File: config.mk
export PLATFORM = sky130hd
export DESIGN_NAME = delimiter_string_tokenizer_flat
export DESIGN_NICKNAME = d
export VERILOG_FILES = /design/src/rtl/dst_pkg.sv /design/src/rtl/dst_if.sv /design/src/rtl/dst_cell.sv /design/src/rtl/dst_window.sv /design/src/rtl/delimiter_string_tokenizer.sv /design/src/flat_wrapper.sv
export SDC_FILE = /design/constraint.sdc
export NUM_CORES = 1
export LEC_CHECK = 0
export BUFFER_PORTS_ARGS = -buffer_cell sky130_fd_sc_hd__buf_2
export CAP_MARGIN = 0
export CORE_MARGIN = 2
export CORE_UTILIZATION = 55
export DETAILED_ROUTE_END_ITERATION = 12
export GPL_ROUTABILITY_DRIVEN = 0
export PLACE_DENSITY = 0.81
export SETUP_SLACK_MARGIN = 0.05
export SYNTH_ARGS = -nofsm -noshare
export SYNTH_HDL_FRONTEND = slang
export SYNTH_SLANG_ARGS = --single-unit
File: constraint.sdc
create_clock -name i_clk -period 3.4 [get_ports i_clk]
set_input_delay 0.85 -clock i_clk [delete_from_list [all_inputs] [get_ports i_clk]]
set_output_delay 0.85 -clock i_clk [all_outputs]
set_load 0.005 [all_outputs]
File: src/rtl/dst_pkg.sv
package dst_pkg;

    localparam int SEP_MAX  = 8;
    localparam int BYTE_W   = 8;
    localparam int SEP_W    = SEP_MAX * BYTE_W;
    localparam int CNT_W    = $clog2(SEP_MAX + 1);
    localparam int IDX_W    = $clog2(SEP_MAX);
    localparam int LEN_W    = 4;
    localparam int CFG_IDX_W = 1;

    localparam logic [CFG_IDX_W-1:0] CFG_SEP_BYTES  = 1'd0;
    localparam logic [CFG_IDX_W-1:0] CFG_SEP_LENGTH = 1'd1;

    localparam logic [SEP_W-1:0] SEP_BYTES_RST  = 64'd32;
    localparam logic [LEN_W-1:0] SEP_LENGTH_RST = 4'd1;

    typedef enum logic [1:0] {
        S_IDLE,
        S_RESOLVE,
        S_FLUSH
    } t_state;

    // Per-cycle command to the window chain
    typedef struct packed {
        logic              clear;
        logic              pop;
        logic              load;
        logic [BYTE_W-1:0] load_byte;
    } t_win_ctrl;

    // Clamp the separator length register to 1..SEP_MAX
    function automatic logic [CNT_W-1:0] eff_length(input logic [LEN_W-1:0] len);
        logic [CNT_W-1:0] n;
        if (len == '0) begin
            n = CNT_W'(1);
        end else if (len > LEN_W'(SEP_MAX)) begin
            n = CNT_W'(SEP_MAX);
        end else begin
            n = CNT_W'(len);
        end
        return n;
    endfunction

endpackage

File: src/rtl/dst_if.sv
interface dst_in_if;
    import dst_pkg::*;

    logic              valid;
    logic              ready;
    logic [BYTE_W-1:0] in_byte;
    logic              end_of_string;

    modport source (output valid, output in_byte, output end_of_string, input ready);
    modport sink   (input valid, input in_byte, input end_of_string, output ready);
endinterface

interface dst_out_if;
    import dst_pkg::*;

    logic              valid;
    logic              ready;
    logic [BYTE_W-1:0] out_byte;
    logic              is_boundary;
    logic              run_last;

    modport source (output valid, output out_byte, output is_boundary, output run_last,
                    input ready);
    modport sink   (input valid, input out_byte, input is_boundary, input run_last,
                    output ready);
endinterface

File: src/rtl/dst_cell.sv
module dst_cell
    import dst_pkg::*;
(
    input  logic              i_clk,
    input  logic              i_rst_n,
    input  t_win_ctrl         i_ctrl,
    input  logic              i_load_sel,
    input  logic [BYTE_W-1:0] i_next_byte,
    input  logic [BYTE_W-1:0] i_sep_byte,
    input  logic              i_use,
    input  logic              i_match,
    output logic [BYTE_W-1:0] o_byte,
    output logic              o_match
);

    logic [BYTE_W-1:0] r_byte;
    logic [BYTE_W-1:0] n_byte;

    always_comb begin
        n_byte = r_byte;
        if (i_ctrl.clear) begin
            n_byte = '0;
        end else if (i_ctrl.pop) begin
            n_byte = i_next_byte;
        end else if (i_ctrl.load && i_load_sel) begin
            n_byte = i_ctrl.load_byte;
        end
    end

    always_ff @(posedge i_clk) begin
        if (!i_rst_n) begin
            r_byte <= '0;
        end else begin
            r_byte <= n_byte;
        end
    end

    assign o_byte  = r_byte;
    // Unused positions pass the match through
    assign o_match = i_match && (!i_use || (r_byte == i_sep_byte));

endmodule

File: src/rtl/dst_window.sv
module dst_window
    import dst_pkg::*;
(
    input  logic              i_clk,
    input  logic              i_rst_n,
    input  t_win_ctrl         i_ctrl,
    input  logic [IDX_W-1:0]  i_load_idx,
    input  logic [SEP_W-1:0]  i_sep_bytes,
    input  logic [SEP_MAX-1:0] i_use,
    output logic [BYTE_W-1:0] o_head,
    output logic              o_match
);

    logic [BYTE_W-1:0] w_byte  [SEP_MAX+1];
    logic              w_match [SEP_MAX+1];

    assign w_byte[SEP_MAX] = '0;
    assign w_match[0]      = 1'b1;

    for (genvar g = 0; g < SEP_MAX; g++) begin : g_cell
        dst_cell u_cell (
            .i_clk       (i_clk),
            .i_rst_n     (i_rst_n),
            .i_ctrl      (i_ctrl),
            .i_load_sel  (i_load_idx == IDX_W'(g)),
            .i_next_byte (w_byte[g+1]),
            .i_sep_byte  (i_sep_bytes[g*BYTE_W +: BYTE_W]),
            .i_use       (i_use[g]),
            .i_match     (w_match[g]),
            .o_byte      (w_byte[g]),
            .o_match     (w_match[g+1])
        );
    end

    assign o_head  = w_byte[0];
    assign o_match = w_match[SEP_MAX];

endmodule

File: src/rtl/delimiter_string_tokenizer.sv
// An accepted byte moves the control to the resolve state, which writes its result into
// the output register. A byte is taken only in the idle state; each resolve step emits one
// result or none. End of string, unless a match just emptied the window, drains leftover
// bytes one per cycle and then takes a closing step that carries the boundary of an open
// token. Resolve and flush steps wait while the output register holds a stalled beat.
// Reset (synchronous, active low) empties the window, closes the token, loads a space.
module delimiter_string_tokenizer
    import dst_pkg::*;
(
    input  logic                 i_clk,
    input  logic                 i_rst_n,
    input  logic                 i_cfg_we,
    input  logic [CFG_IDX_W-1:0] i_cfg_idx,
    input  logic [SEP_W-1:0]     i_cfg_data,
    dst_in_if.sink               i_in,
    dst_out_if.source            o_out
);

    // Configuration registers
    logic [SEP_W-1:0] r_sep_bytes;
    logic [LEN_W-1:0] r_sep_len;

    always_ff @(posedge i_clk) begin
        if (!i_rst_n) begin
            r_sep_bytes <= SEP_BYTES_RST;
            r_sep_len   <= SEP_LENGTH_RST;
        end else if (i_cfg_we) begin
            case (i_cfg_idx)
                CFG_SEP_BYTES:  r_sep_bytes <= i_cfg_data;
                CFG_SEP_LENGTH: r_sep_len   <= i_cfg_data[LEN_W-1:0];
                default: ;
            endcase
        end
    end

    // Effective length and the per-cell compare enables
    logic [CNT_W-1:0]   w_len;
    logic [SEP_MAX-1:0] w_use;

    always_comb begin
        w_len = eff_length(r_sep_len);
        for (int i = 0; i < SEP_MAX; i++) begin
            w_use[i] = (CNT_W'(i) < w_len);
        end
    end

    // Control state
    t_state           r_state, n_state;
    logic [CNT_W-1:0] r_count, n_count;
    logic             r_open, n_open;
    logic             r_last;

    // Output register
    logic              r_out_valid;
    logic [BYTE_W-1:0] r_out_byte;
    logic              r_out_bnd;
    logic              r_out_run_last;

    logic              w_in_beat;
    logic              w_free;
    logic              w_full_win;
    logic              w_match;
    logic [BYTE_W-1:0] w_head;
    t_win_ctrl         w_ctrl;

    logic              w_emit;
    logic [BYTE_W-1:0] w_emit_byte;
    logic              w_emit_bnd;
    logic              w_emit_last;

    assign i_in.ready  = (r_state == S_IDLE);
    assign w_in_beat   = i_in.valid && i_in.ready;
    // The output register can take a new result this cycle
    assign w_free      = !r_out_valid || o_out.ready;
    assign w_full_win  = (r_count >= w_len);

    // Next state
    always_comb begin
        n_state = r_state;
        case (r_state)
            S_IDLE: begin
                if (w_in_beat) begin
                    n_state = S_RESOLVE;
                end
            end
            S_RESOLVE: begin
                if (w_free) begin
                    if (w_full_win) begin
                        if (w_match) begin
                            // A match empties the window and closes the token
                            n_state = S_IDLE;
                        end else if (r_count > w_len) begin
                            n_state = S_RESOLVE;
                        end else begin
                            n_state = r_last ? S_FLUSH : S_IDLE;
                        end
                    end else begin
                        n_state = r_last ? S_FLUSH : S_IDLE;
                    end
                end
            end
            S_FLUSH: begin
                if (w_free && (r_count == '0)) begin
                    n_state = S_IDLE;
                end
            end
            default: n_state = S_IDLE;
        endcase
    end

    // Window commands and results
    always_comb begin
        w_ctrl           = '0;
        w_ctrl.load_byte = i_in.in_byte;
        n_count          = r_count;
        n_open           = r_open;
        w_emit           = 1'b0;
        w_emit_byte      = '0;
        w_emit_bnd       = 1'b0;
        w_emit_last      = 1'b0;
        case (r_state)
            S_IDLE: begin
                if (w_in_beat) begin
                    // Append at the first free cell
                    w_ctrl.load = 1'b1;
                    n_count     = r_count + CNT_W'(1);
                end
            end
            S_RESOLVE: begin
                if (w_free && w_full_win) begin
                    if (w_match) begin
                        // Drop the separator; mark the boundary only for a nonempty token
                        w_ctrl.clear = 1'b1;
                        n_count      = '0;
                        n_open       = 1'b0;
                        w_emit       = r_open;
                        w_emit_bnd   = 1'b1;
                        w_emit_last  = 1'b1;
                    end else begin
                        // Advance the window: the oldest byte is token data
                        w_ctrl.pop  = 1'b1;
                        n_count     = r_count - CNT_W'(1);
                        n_open      = 1'b1;
                        w_emit      = 1'b1;
                        w_emit_byte = w_head;
                        w_emit_last = !r_last && (r_count == w_len);
                    end
                end
            end
            S_FLUSH: begin
                if (w_free) begin
                    if (r_count != '0) begin
                        // Drain leftover bytes; a boundary always follows
                        w_ctrl.pop  = 1'b1;
                        n_count     = r_count - CNT_W'(1);
                        n_open      = 1'b1;
                        w_emit      = 1'b1;
                        w_emit_byte = w_head;
                    end else begin
                        n_open      = 1'b0;
                        w_emit      = r_open;
                        w_emit_bnd  = 1'b1;
                        w_emit_last = 1'b1;
                    end
                end
            end
            default: ;
        endcase
    end

    always_ff @(posedge i_clk) begin
        if (!i_rst_n) begin
            r_state     <= S_IDLE;
            r_count     <= '0;
            r_open      <= 1'b0;
            r_last      <= 1'b0;
            r_out_valid <= 1'b0;
        end else begin
            r_state <= n_state;
            r_count <= n_count;
            r_open  <= n_open;
            if (w_in_beat) begin
                r_last <= i_in.end_of_string;
            end
            if (w_emit) begin
                r_out_valid <= 1'b1;
            end else if (o_out.ready) begin
                r_out_valid <= 1'b0;
            end
        end
    end

    // Hold the payload until the sink takes the beat
    always_ff @(posedge i_clk) begin
        if (w_emit) begin
            r_out_byte     <= w_emit_byte;
            r_out_bnd      <= w_emit_bnd;
            r_out_run_last <= w_emit_last;
        end
    end

    dst_window u_window (
        .i_clk       (i_clk),
        .i_rst_n     (i_rst_n),
        .i_ctrl      (w_ctrl),
        .i_load_idx  (r_count[IDX_W-1:0]),
        .i_sep_bytes (r_sep_bytes),
        .i_use       (w_use),
        .o_head      (w_head),
        .o_match     (w_match)
    );

    assign o_out.valid       = r_out_valid;
    assign o_out.out_byte    = r_out_byte;
    assign o_out.is_boundary = r_out_bnd;
    assign o_out.run_last    = r_out_run_last;

endmodule
File: src/flat_wrapper.sv
// flat-port wrapper written by rule: the top's interface ports become plain ports
module delimiter_string_tokenizer_flat import dst_pkg::*;
  (i_clk, i_rst_n, i_cfg_we, i_cfg_idx, i_cfg_data, i_in_valid, i_in_in_byte, i_in_end_of_string, i_in_ready, o_out_valid, o_out_out_byte, o_out_is_boundary, o_out_run_last, o_out_ready);
  dst_in_if i_in_i ();
  dst_out_if o_out_i ();
  input  logic i_clk;
  input  logic i_rst_n;
  input  logic i_cfg_we;
  input  logic [CFG_IDX_W-1:0] i_cfg_idx;
  input  logic [SEP_W-1:0] i_cfg_data;
  input wire logic [$bits(i_in_i.valid)-1:0] i_in_valid;
  input wire logic [$bits(i_in_i.in_byte)-1:0] i_in_in_byte;
  input wire logic [$bits(i_in_i.end_of_string)-1:0] i_in_end_of_string;
  output wire logic [$bits(i_in_i.ready)-1:0] i_in_ready;
  output wire logic [$bits(o_out_i.valid)-1:0] o_out_valid;
  output wire logic [$bits(o_out_i.out_byte)-1:0] o_out_out_byte;
  output wire logic [$bits(o_out_i.is_boundary)-1:0] o_out_is_boundary;
  output wire logic [$bits(o_out_i.run_last)-1:0] o_out_run_last;
  input wire logic [$bits(o_out_i.ready)-1:0] o_out_ready;
  assign i_in_i.valid = i_in_valid;
  assign i_in_i.in_byte = i_in_in_byte;
  assign i_in_i.end_of_string = i_in_end_of_string;
  assign i_in_ready = i_in_i.ready;
  assign o_out_valid = o_out_i.valid;
  assign o_out_out_byte = o_out_i.out_byte;
  assign o_out_is_boundary = o_out_i.is_boundary;
  assign o_out_run_last = o_out_i.run_last;
  assign o_out_i.ready = o_out_ready;
  delimiter_string_tokenizer u_core (.i_clk(i_clk), .i_rst_n(i_rst_n), .i_cfg_we(i_cfg_we), .i_cfg_idx(i_cfg_idx), .i_cfg_data(i_cfg_data), .i_in(i_in_i), .o_out(o_out_i));
endmodule
==> metrics.txt <==
top-level I/O count 91; Hold-fix buffers, CTS 0; FF+latch count, synth 151; Hold Crit Depth 2; Yosys cell types 57; minimum clock period 2900 ps; Finished Layout Cells 1,089; Post-layout nets 990; setup violators final 0; post-synth top area cell dfxtp_1; main combinational cell family by area after synthesis compound AO/OA/AOI/OAI gates; Pre-antenna DRT Iters 4; Num CTS Buffers 17; worst IR drop on VDD 448 uV; clk buf depth 2; worst hold path endpoint u_core.r_sep_bytes[1]; Final Max Slew Viols 0; Starting Density 56.2%; Avg Cell Area, Syn 9.28 um^2; most common cell in the synthesized netlist nand2_1; total global-route track usage 25.6%; Std-Cell Rows 43; grt ovf 0; Setup TNS Final 0 ps; Rel. slew slack 48.1%; ys flop type dfxtp_1; Worst Hold Launch u_core.r_sep_bytes[1]; P_leak 3.79 nW; first-pass GRT wire length 29,900 um; CTS clk-pin slew, worst paths 60 ps; CTS tree yes; Final ANT Viol Nets 0; clock root cell clkbuf_16; initial antenna violation count 0; Synth Area in Compound Gates 23.3%; Critical Path Start u_core.r_sep_len[3]; crit path max fanout 27; yosys warns 0; die width 123 um; Vias per Instance 5.90; worst min-delay path category flip-flop to flip-flop; synthesis-to-finish area growth 13.6%; full die area 15,100 um^2; Critical Path RT 3730 ps; async set-or-reset flop fraction in the synthesized netlist 0%; number of synthesized flops with an enable pin 10; clk_lat worst skew 430 ps; largest net degree at the start of global routing 74; post-synthesis sequential area ratio 40.2%; post-CTS sizing 0; vias in the first global route 6,101; Max Clock Freq 345 MHz; Post-Synthesis Cells 838; Port Buffer Count 90; Max-cap violations 0; clock sinks 151; final worst-path cycle share 85.3%; Worst-Margin Slew 778 ps; fill count 1,137; DRC 0; diodes inserted 0; reg-to-reg startpoint u_core.r_sep_len[3]; Synth area leaders dfxtp_1 (36%), mux2i_1 (8.2%), nand2_1 (7.2%); Yosys top cell area share 36.3%; H-tree level count 4; Post-Syn Nets 932; share of cells above drive strength 1 21.3%; drt wl/cell 17.4 um; final hold vios 0; Core Footprint 13,800 um^2; Worst EP arrival 3230 ps; power per cell area 607 nW/um^2; 1st-iter DRT viols 373; worst-case reg-to-reg path depth 11; outcome completed; die height 123 um; Hold WS 467 ps; Post-Synth XOR/XNOR Area 7.32%; Clock Skew 13.3 ps; Setup crit start kind flip-flop; Setup Crit Path Kind flip-flop to flip-flop; Setup Buffers After CTS 0; Reg2Reg Capture Point u_core.u_window.g_cell[1].u_cell.o_byte[7]; Via Count 6,424; final WL 18,900 um; Worst setup EP type flip-flop; adder-cell share of the synthesized area 2.41%; simple-gate portion of the synthesized area 13.1%; mapped cell area 7770 um^2; mux cell area share after synthesis 8.24%; RSZ-0062 raised after global routing no; worst reg2reg setup slack 500 ps; Placed Instances 1,057; placed wire-length estimate 13,000 um; Synth top cells by count nand2_1 (150), dfxtp_1 (141), a21oi_1 (79)
[report_power, final]
group | switching (mW) | internal (mW)
combinational | 0.757 | 0.548
sequential | 0.192 | 1.97
clock | 0.739 | 1.16
[state kept, by name (all words and copies together), names as in the netlist]
signal	count
u_core.r_state	2
u_core.r_sep_len	4
u_core.u_window.g_cell.u_cell.o_byte	64
u_core.o_out.out_byte	8
u_core.r_last	1
u_core.o_out.valid	1
u_core.r_sep_bytes	64
u_core.o_out.is_boundary	1
u_core.r_count	4
u_core.r_open	1
u_core.o_out.run_last	1
[worst max-delay path by stage]
| stage | cells past startpoint | slack [ps] | end |
|---|---|---|---|
| floorplan | 12 | 940 | u_core.u_window.g_cell[0].u_cell.o_byte[0] |
| global placement | 11 | 590 | u_core.u_window.g_cell[3].u_cell.o_byte[3] |
| detailed placement | 11 | 520 | u_core.u_window.g_cell[3].u_cell.o_byte[4] |
| CTS | 11 | 500 | u_core.u_window.g_cell[1].u_cell.o_byte[7] |
| global route | 11 | 320 | u_core.u_window.g_cell[3].u_cell.o_byte[4] |
| finish | 11 | 500 | u_core.u_window.g_cell[1].u_cell.o_byte[7] |
[cells by family after synthesis]
| kind of cell | Yosys count |
|---|---|
| AOI/OAI and AO/OA | 238 |
| DFF | 151 |
| buffers and inverters | 78 |
| and+or+nand+nor | 227 |
| adders and majority gates | 15 |
| xor gates and xnor gates | 65 |
| muxes | 64 |
[layout make-up]
type	instances	area, um^2	share of cell area, %
flip-flops and latches	151	3120	35.4
clock buffers	20	478	5.41
well taps	180	225	2.55
multi-input cells	609	4240	48.0
inverters	11	41.3	0.468
repair buffers	106	596	6.75
clock inverters	12	124	1.40
[placed cells by master (no fill, tap or decap), types with 7 or more instances in the layout]
| cell | instances |
|---|---|
| buf_4 | 14 |
| a21oi_1 | 79 |
| ha_1 | 15 |
| o21ai_0 | 8 |
| clkbuf_16 | 18 |
| nor3_1 | 13 |
| dfxtp_1 | 141 |
| nor4_1 | 8 |
| a211oi_2 | 40 |
| mux2i_1 | 64 |
| buf_2 | 90 |
| nand4_1 | 7 |
| a211oi_1 | 72 |
| nor2_1 | 12 |
| xor2_1 | 48 |
| and2_1 | 8 |
| nand3_1 | 13 |
| xnor2_1 | 17 |
| inv_1 | 10 |
| edfxtp_1 | 10 |
| nand2_1 | 150 |
[per-layer routing]
metal / vias up / wire length (um) / GRT usage (%)
met5: - / 0 / 0
met4: 0 / 536 / 11.6
met3: 50 / 1150 / 5.76
met2: 205 / 9240 / 43.6
met1: 3026 / 7960 / 30.5
li1: 3143 / - / -
[worst max-delay path, stage by stage (launching register included)]
cell and delay [ps]:
dfxtp_1 380, inv_1 260, nand2_1 120, ha_1 310, nor2b_1 130, o21a_1 130
o21ai_1 100, a311oi_2 470, o21ai_4 130, a21o_2 230, buf_4 260, a211oi_1 270
[per-stage QoR]
step	utilization, %	area, um^2	setup WS [ps]	total power, mW
after global routing	63.8	8830	321	5.60
final	63.8	8830	501	5.36
after global placement	59.5	8230	588	3.44
after floorplan	-	7770	939	3.17
after detailed placement	59.5	8230	524	3.47
after CTS	63.8	8830	497	5.37
(Power assumes the default switching activity.)
